### config.mk
export PLATFORM = sky130hd
export DESIGN_NAME = cursor_line_edit_buffer_top
export DESIGN_NICKNAME = d
export VERILOG_FILES = /design/src/hdl/cleb_pkg.sv /design/src/hdl/cleb_ram.sv /design/src/hdl/cursor_line_edit_buffer_top.sv
export VERILOG_INCLUDE_DIRS = /design/src /design/src/hdl
export SDC_FILE = /design/constraint.sdc
export NUM_CORES = 2
export LEC_CHECK = 0
export ABC_AREA = 1
export ABC_CLOCK_PERIOD_IN_PS = 18560
export BUFFER_PORTS_ARGS = -buffer_cell sky130_fd_sc_hd__buf_2
export CORE_MARGIN = 3
export CORE_UTILIZATION = 46
export CTS_CLUSTER_DIAMETER = 60
export CTS_CLUSTER_SIZE = 40
export DETAILED_ROUTE_END_ITERATION = 6
export SETUP_SLACK_MARGIN = 0.1
export SLEW_MARGIN = 15
export SYNTH_ARGS = -nofsm -noshare
export SYNTH_HDL_FRONTEND = slang
export SYNTH_SLANG_ARGS = --single-unit
### constraint.sdc
create_clock -name clk -period 18.56 [get_ports clk]
set_clock_uncertainty 0.05 [all_clocks]
set_input_delay 2.784 -clock clk [delete_from_list [all_inputs] [get_ports clk]]
set_output_delay 2.784 -clock clk [all_outputs]
set_load 0.01 [all_outputs]
### src/hdl/cursor_line_edit_buffer_top_macros.svh
// ----------------------------------------------------------------------------
// Assertion macros for the line-edit buffer
// Concurrent checks sampled on clk and disabled while rst is high.
// ----------------------------------------------------------------------------
`ifndef CURSOR_LINE_EDIT_BUFFER_TOP_MACROS_SVH
`define CURSOR_LINE_EDIT_BUFFER_TOP_MACROS_SVH

// Same-cycle implication
`define CLEB_ASSERT_NOW(label, ante, cons, msg) \
  label: assert property (@(posedge clk) disable iff (rst) (ante) |-> (cons)) \
    else $error(msg);

// Next-cycle implication
`define CLEB_ASSERT_NEXT(label, ante, cons, msg) \
  label: assert property (@(posedge clk) disable iff (rst) (ante) |=> (cons)) \
    else $error(msg);

`endif

### src/hdl/cleb_pkg.sv
// ----------------------------------------------------------------------------
// cleb_pkg
// Shared types and constants for the gap-buffer line-edit block.
// ----------------------------------------------------------------------------
package cleb_pkg;

  // Default store depth in characters
  localparam int CLEB_DEPTH = 256;

  // Key codes with special meaning
  localparam logic [7:0] KEY_LEFT  = 8'h3C;  // '<'
  localparam logic [7:0] KEY_RIGHT = 8'h3E;  // '>'
  localparam logic [7:0] KEY_BACK  = 8'h2D;  // '-'

  // Request kinds
  typedef enum logic [1:0] {
    REQ_KEY   = 2'd0,
    REQ_READ  = 2'd1,
    REQ_CLEAR = 2'd2
  } req_t;

  // Decoded operation of an accepted item
  typedef enum logic [3:0] {
    OP_NOP,
    OP_LEFT,
    OP_RIGHT,
    OP_BACK,
    OP_INSERT,
    OP_DROP,
    OP_READ,
    OP_BAD,
    OP_CLEAR
  } op_t;

  // Control sequencer states
  typedef enum logic {
    S_IDLE,
    S_EXEC
  } state_t;

endpackage

### src/hdl/cleb_ram.sv
// ----------------------------------------------------------------------------
// cleb_ram
// Simple dual-port RAM: one write port, one read port with registered data.
// ----------------------------------------------------------------------------
module cleb_ram #(
  parameter int WIDTH = 8,
  parameter int DEPTH = 256,
  localparam int AW = $clog2(DEPTH)
) (
  input  logic             clk,
  input  logic             we,
  input  logic [AW-1:0]    waddr,
  input  logic [WIDTH-1:0] wdata,
  input  logic             re,
  input  logic [AW-1:0]    raddr,
  output logic [WIDTH-1:0] rdata
);

  logic [WIDTH-1:0] mem [DEPTH];

  // Write port
  always_ff @(posedge clk) begin
    if (we) begin
      mem[waddr] <= wdata;
    end
  end

  // Read port, data held until the next read
  always_ff @(posedge clk) begin
    if (re) begin
      rdata <= mem[raddr];
    end
  end

endmodule

### src/hdl/cursor_line_edit_buffer_top.sv
// Result: the accepting edge registers the item's op and enters the execute state;
//   the result loads into the output register once that register is free.
// No item is accepted while one executes; the store's registered read must land
//   before a cursor move writes the character back at the other side of the gap.
// A finished result waits in the output register while the next item is accepted.
// Reset: counters cleared, output empty; store not cleared, ready in the first cycle.
// ----------------------------------------------------------------------------
// cursor_line_edit_buffer_top
// Gap-buffer line editor: characters left of the cursor packed from entry 0,
// characters right of the cursor packed down from the top entry.
// ----------------------------------------------------------------------------
`include "cursor_line_edit_buffer_top_macros.svh"

module cursor_line_edit_buffer_top import cleb_pkg::*; #(
  parameter int DEPTH = CLEB_DEPTH
) (
  input  logic        clk,
  input  logic        rst,
  input  logic        s_axis_tvalid,
  output logic        s_axis_tready,
  input  logic [15:0] s_axis_tdata,   // [7:0] key, [15:8] read_index
  input  logic [1:0]  s_axis_tuser,   // [1:0] req_type
  output logic        m_axis_tvalid,
  input  logic        m_axis_tready,
  output logic [31:0] m_axis_tdata,   // [7:0] read_char, [16:8] line_length,
                                      // [25:17] cursor_pos, [31:26] zero
  output logic [1:0]  m_axis_tuser    // [0] full_drop, [1] index_bad
);

  localparam int AW = $clog2(DEPTH);
  localparam int CW = $clog2(DEPTH + 1);
  localparam int EW = CW + 9;

  // Input fields
  logic [7:0] in_key;
  logic [7:0] in_idx;
  assign in_key = s_axis_tdata[7:0];
  assign in_idx = s_axis_tdata[15:8];

  // Control and counters
  state_t        state, state_next;
  logic [CW-1:0] left, left_next;
  logic [CW-1:0] right, right_next;
  logic [CW-1:0] len, len_next;
  op_t           op_in;
  op_t           op;
  logic          accept;
  logic          out_free;
  logic          load;

  // Store port signals
  logic          ram_we;
  logic [AW-1:0] ram_waddr;
  logic [7:0]    ram_wdata;
  logic          ram_re;
  logic [AW-1:0] ram_raddr;
  logic [7:0]    ram_rdata;

  // Result staging and output register
  logic [7:0] res_char;
  logic       res_drop;
  logic       res_bad;
  logic [7:0] out_char;
  logic [8:0] out_len;
  logic [8:0] out_cursor;
  logic       out_drop;
  logic       out_bad;

  assign len      = left + right;
  assign len_next = left_next + right_next;
  assign accept   = s_axis_tvalid && s_axis_tready;
  assign out_free = !m_axis_tvalid || m_axis_tready;

  // Decode the offered item against the current counters
  always_comb begin
    op_in = OP_NOP;
    case (s_axis_tuser)
      REQ_KEY: begin
        case (in_key)
          KEY_LEFT:  op_in = (left != '0)  ? OP_LEFT  : OP_NOP;
          KEY_RIGHT: op_in = (right != '0) ? OP_RIGHT : OP_NOP;
          KEY_BACK:  op_in = (left != '0)  ? OP_BACK  : OP_NOP;
          default:   op_in = (len < CW'(DEPTH)) ? OP_INSERT : OP_DROP;
        endcase
      end
      REQ_READ:  op_in = (EW'(in_idx) >= EW'(len)) ? OP_BAD : OP_READ;
      REQ_CLEAR: op_in = OP_CLEAR;
      default:   op_in = OP_NOP;
    endcase
  end

  // Sequencer: issue read or insert on accept, write back and count on execute
  always_comb begin
    state_next    = state;
    left_next     = left;
    right_next    = right;
    s_axis_tready = (state == S_IDLE);
    ram_we        = 1'b0;
    ram_waddr     = '0;
    ram_wdata     = '0;
    ram_re        = 1'b0;
    ram_raddr     = '0;
    load          = 1'b0;
    res_char      = '0;
    res_drop      = 1'b0;
    res_bad       = 1'b0;
    case (state)
      S_IDLE: begin
        if (s_axis_tvalid) begin
          state_next = S_EXEC;
          case (op_in)
            OP_LEFT: begin
              ram_re    = 1'b1;
              ram_raddr = AW'(left - CW'(1));
            end
            OP_RIGHT: begin
              ram_re    = 1'b1;
              ram_raddr = AW'(CW'(DEPTH) - right);
            end
            OP_READ: begin
              ram_re = 1'b1;
              if (EW'(in_idx) < EW'(left)) begin
                ram_raddr = AW'(in_idx);
              end else begin
                ram_raddr = AW'(EW'(DEPTH) - EW'(right) + EW'(in_idx) - EW'(left));
              end
            end
            OP_INSERT: begin
              ram_we    = 1'b1;
              ram_waddr = AW'(left);
              ram_wdata = in_key;
            end
            default: ;
          endcase
        end
      end
      S_EXEC: begin
        if (out_free) begin
          load       = 1'b1;
          state_next = S_IDLE;
          case (op)
            OP_LEFT: begin
              ram_we     = 1'b1;
              ram_waddr  = AW'(CW'(DEPTH) - right - CW'(1));
              ram_wdata  = ram_rdata;
              left_next  = left - CW'(1);
              right_next = right + CW'(1);
            end
            OP_RIGHT: begin
              ram_we     = 1'b1;
              ram_waddr  = AW'(left);
              ram_wdata  = ram_rdata;
              left_next  = left + CW'(1);
              right_next = right - CW'(1);
            end
            OP_BACK:   left_next = left - CW'(1);
            OP_INSERT: left_next = left + CW'(1);
            OP_DROP:   res_drop  = 1'b1;
            OP_READ:   res_char  = ram_rdata;
            OP_BAD:    res_bad   = 1'b1;
            OP_CLEAR: begin
              left_next  = '0;
              right_next = '0;
            end
            default: ;
          endcase
        end
      end
      default: state_next = S_IDLE;
    endcase
  end

  // Control registers
  always_ff @(posedge clk) begin
    if (rst) begin
      state         <= S_IDLE;
      left          <= '0;
      right         <= '0;
      m_axis_tvalid <= 1'b0;
    end else begin
      state <= state_next;
      left  <= left_next;
      right <= right_next;
      if (load) begin
        m_axis_tvalid <= 1'b1;
      end else if (m_axis_tready) begin
        m_axis_tvalid <= 1'b0;
      end
    end
  end

  // Item and result payload
  always_ff @(posedge clk) begin
    if (accept) begin
      op <= op_in;
    end
    if (load) begin
      out_char   <= res_char;
      out_len    <= 9'(len_next);
      out_cursor <= 9'(left_next);
      out_drop   <= res_drop;
      out_bad    <= res_bad;
    end
  end

  assign m_axis_tdata = {6'b0, out_cursor, out_len, out_char};
  assign m_axis_tuser = {out_bad, out_drop};

  // Character store
  cleb_ram #(
    .WIDTH (8),
    .DEPTH (DEPTH)
  ) u_store (
    .clk   (clk),
    .we    (ram_we),
    .waddr (ram_waddr),
    .wdata (ram_wdata),
    .re    (ram_re),
    .raddr (ram_raddr),
    .rdata (ram_rdata)
  );

  // Checks
  `CLEB_ASSERT_NOW(a_len_bound, 1'b1, len <= CW'(DEPTH), "line length above store depth")
  `CLEB_ASSERT_NEXT(a_accept_exec, accept, state == S_EXEC, "accepted item not executed")
  `CLEB_ASSERT_NOW(a_port_excl, ram_we, !ram_re, "store read and write in one cycle")
  `CLEB_ASSERT_NOW(a_drop_full, (state == S_EXEC) && (op == OP_DROP), len == CW'(DEPTH),
                   "insert dropped while store not full")

endmodule

==> run summary <==
The netlist area before placement is 96,000 µm². The post-CTS setup buffer count came out at 0. Power spread over the standard cell area amounts to 89.4 nW/µm².

The worst setup timing slack at the placement stage is 8.30 ns. The leakage power summed over all cells came out at 40.0 nW. Measured against its own limit, the worst slew margin works out to -15.3%. The area of the core region came out at 207,000 µm².

The most numerous cell type found on the critical path is nand3_1. The later pin in the worst-skew pair is clocked with a latency of 0.84 ns. The total grt overflow came out at 0. The number of cells on the worst reg-to-reg path is 34. The endpoint arrival time on the critical path is 10.02 ns. The met3 track demand over resource is 4.53%.

The number of nets with antenna violations after detailed routing is 0. The fraction of power spent switching nets came out at 23.4%. The final layout contains 8,802 nets. Counting the buffers created by CTS gives 155. The number of hold-repair buffers added at the cts stage came out at 0. The number of global-route vias before repair came out at 62,800. Sequential cells were found to cover 65.7% of the synthesized design area. TritonCTS built the clock tree. Summed over all layers, the routed wires come to 286,000 µm. Of all flip-flops after synthesis, the portion carrying an async set or reset was 0%.

The combinational share of power came out at 3.8%. The filler cell count is 18,500. The share of the cycle needed by the critical path after routing came out at 51.0%. The effective utilization at floorplan came out at 46.3%. The flow ran to the end, but the final reports show violations. Clock tree synthesis found a total of 2,108 sinks. The part of the total power dissipated in the clock network came out at 39.8%.

The slowest stage of the critical path is the buf_4 cell. The transition time of the tightest slew-check pin came out at 1.73 ns. The tree is rooted in a clkbuf_16. Adding up every negative setup slack in the final design gives 0 ns.

Global routing consumed, on the met2 layer, 40.6% of the routing resources. In this run the mean area of a mapped cell was 10.7 µm². From bottom edge to top edge, the die measures 463 µm. The layout-stage area growth over the synthesis result came out at 7.82%. The required time at the endpoint of the critical path came out at 19.10 ns. The count of endpoints failing hold in the final timing report came out at 0. The Yosys step of the flow raised 0 warnings.

Setup repair after global routing left no endpoint under its margin. The quantity of I/O buffers inserted on ports came out at 51. The largest stage delay on the critical path came out at 0.79 ns.

The average vias per placed instance came out at 5.73. The relative contribution of sequential cells to total power is 56.4%. The shortest period the worst path allows came out at 9.47 ns. The maximum number of pins on one net before global-route repair came out at 219. The initial antenna violation count is 11. In this run, the number of DRC markers left after iteration 0 of detailed routing was 9,131.

The count of instances resized after the clock tree is built came out at 0. The peak ir drop on the vdd network is 0.0956 mV. The total of max-cap violations is 0.

The CTS clock-pin slew for the worst setup and hold paths is 0.08 ns. The share of post-route cells with drive strength above 1 came out at 5.52%. The path type of the worst setup path is in -> reg. Once routing completed, OpenROAD measured the worst setup slack at 9.09 ns. The number of detailed-routing iterations run before antenna repair came out at 7. The number of distinct library cell variants in the gate-level netlist after synthesis came out at 46. In the routed design, unresolved DRC markers number 8. The die covers 214,000 µm².

The via count came out at 66,700. The analysis attributes to net switching a power of 2.16 mW. The total number of H-tree levels is 4.

The count of flip-flops with a built-in enable after synthesis came out at 2,088. Walking the worst path, the cells encountered are buf_2, inv_1, fa_1, inv_1, ha_1, xor2_1, nand2_1, o21ai_0, nand4_1, buf_4, nand3_4, nand2_8, buf_4, buf_4, buf_4, nand2_1, nand3_1, nand3_1, nand3_1, nand3_1, nand3_1, nand3_1, nand3_1, nand2_1. The startpoint kind of the worst setup timing path is an input port.

After global routing, the most crowded layer is met2. In this run the worst hold path is classified as reg -> reg. The combined global-route utilization of all metal layers is 26.1%.

The critical path endpoint category is a flip-flop. The mean routed wirelength per cell came out at 24.5 µm. The weighted congestion at the end of routability-driven global placement came out at 0.899. The checks that failed: DRC, slew limit.

The synthesis-stage register bit count is 2,108. The number of primary I/O pins is 58. The total half-perimeter wirelength after legalization and detailed placement came out at 162,000 µm. The horizontal die dimension is 463 µm. The global routing usage on met1 came out at 36.6%.

The number of endpoints failing setup at the final stage came out at 0. For this run, the top clock speed supported by timing is 106 MHz. The global-route wire length before repair is 423,000 µm.

The setup slack on the worst flop-to-flop path is 9.17 ns. The final worst hold slack is 0.463 ns. The number of rows in the core area is 167. The internal power of the cells totals 7.09 mW. The critical-path maximum fanout is 90. Among all flip-flop cells after synthesis, the most frequent one is edfxtp_1. Ranked by total cell area, the synthesized netlist is headed by edfxtp_1 (65%), nand3_1 (11%), nand2_1 (5.6%), nand3b_1 (5.1%), inv_1 (4.8%). Synthesis produced a netlist whose cell count is 8,987. The depth of the worst hold-timing path came out at 2. The number of pins with negative max-slew slack in the final report came to 109.

The top-area cell type share of the netlist area is 65.3%. The cell taking the most area after synthesis is edfxtp_1. The buffer depth of the longest clock path is 3.
[cell type report]
type	instances	area [µm²]	share of cell area (%)
tap	2788	3490	3.37
sequential	2108	63100	61.0
inverter	1243	4690	4.53
antenna	7	17.5	0.0169
clock buffer	171	4000	3.87
timing repair buffer	155	1150	1.11
clock inverter	117	1460	1.41
multi-input combinational	5049	25600	24.7
[path summary, 6_finish.rpt]
| check | startpoint | to |
|---|---|---|
| max | s_axis_tdata[8] | u_store.rdata[7]$_DFFE_PP_ |
| min | state$_SDFF_PP0_ | m_axis_tvalid$_SDFFE_PP0P_ |
| max reg2reg | left[2]$_SDFF_PP0_ | u_store.rdata[5]$_DFFE_PP_ |
| min reg2reg | state$_SDFF_PP0_ | m_axis_tvalid$_SDFFE_PP0P_ |
[flip-flops by register name, summed over array words and instances (netlist names)]
register       count
u_store.mem     2048
left               9
out_cursor         9
out_len            9
right              9
out_char           8
u_store.rdata      8
op                 4
m_axis_tvalid      1
out_bad            1
out_drop           1
state              1
[power by group through the flow]
stage	Combinational (mW)	Clock, mW	Sequential, mW
CTS	0.348	3.73	5.22
global placement	0.345	0	5.33
finish	0.351	3.68	5.22
detailed placement	0.347	0	5.33
global route	0.377	3.90	5.22
floorplan	0.207	0	5.36
[critical path, delay by kind of cell]
| kind | cells | cell delay [ns] |
|---|---|---|
| AOI/OAI and AO/OA | 1 | 0.19 |
| xor gates and xnor gates | 1 | 0.16 |
| buffers and inverters | 7 | 2.89 |
| and+or+nand+nor | 13 | 2.97 |
| adders and majority gates | 2 | 0.85 |
[cells in the mapped netlist (2+ instances only)]
library cell and instances:
a211oi_1 6, a21o_1 3, a21oi_1 44, a22oi_1 2, a31oi_1 3, buf_1 29
buf_2 349, buf_4 31, buf_6 10, clkbuf_1 173, dfxtp_1 20, edfxtp_1 2088
fa_1 11, ha_1 57, inv_1 1226, inv_2 16, nand2_1 1442, nand2_2 5
nand3_1 2062, nand3b_1 647, nand4_1 43, nor2_1 546, nor2_2 4, nor3_1 10
nor4_1 2, o211ai_1 24, o21a_1 5, o21ai_0 34, o21ai_1 23, o21bai_1 2
o221ai_1 4, o22ai_1 14, o32ai_1 2, or2_2 2, xnor2_1 13, xor2_1 25
[placed cells by master (no fill, tap or decap), drive strengths merged, types with 3 or more instances in the layout]
master / Yosys / routed
nor3: 10 / 10
edfxtp: 2088 / 2088
clkinv: 1 / 43
o211ai: 24 / 24
clkinvlp: 0 / 12
o22ai: 14 / 14
nand3b: 647 / 647
buf: 419 / 155
a21oi: 46 / 46
dfxtp: 20 / 20
conb: 1 / 6
o221ai: 4 / 4
clkbuf: 173 / 171
a31oi: 3 / 3
fa: 11 / 11
ha: 57 / 57
bufinv: 0 / 11
nand4: 44 / 44
nor2: 550 / 550
xnor2: 13 / 13
nand3: 2063 / 2063
a211oi: 6 / 6
nand2: 1448 / 1448
diode: 0 / 7
inv: 1242 / 1294
o21a: 5 / 5
xor2: 25 / 25
a21o: 3 / 3
o21ai: 57 / 57
[layer usage]
layer | wire length (µm) | up-vias
li1 | - | 30100
met1 | 118000 | 32900
met2 | 131000 | 3202
met3 | 25500 | 500
met4 | 11200 | 2
met5 | 10 | -
[stage by stage]
stage / util (%) / power (mW) / std cells / cell area [µm²]
global route: 49.9 / 9.50 / 11600 / 103000
global placement: 47.3 / 5.68 / 11300 / 98000
detailed placement: 47.3 / 5.68 / 11300 / 98000
finish: 49.9 / 9.26 / 11600 / 104000
floorplan: - / 5.57 / 8992 / 96000
CTS: 49.9 / 9.30 / 11600 / 103000
[cells by family after synthesis]
family / share of synthesized area [%]
and+or+nand+nor: 24.0
DFF: 65.7
AOI/OAI and AO/OA: 1.08
adders and majority gates: 0.972
xor gates and xnor gates: 0.347
other: 0.00391
buffers and inverters: 7.83
Note: power is estimated with default switching activity, not from simulation.
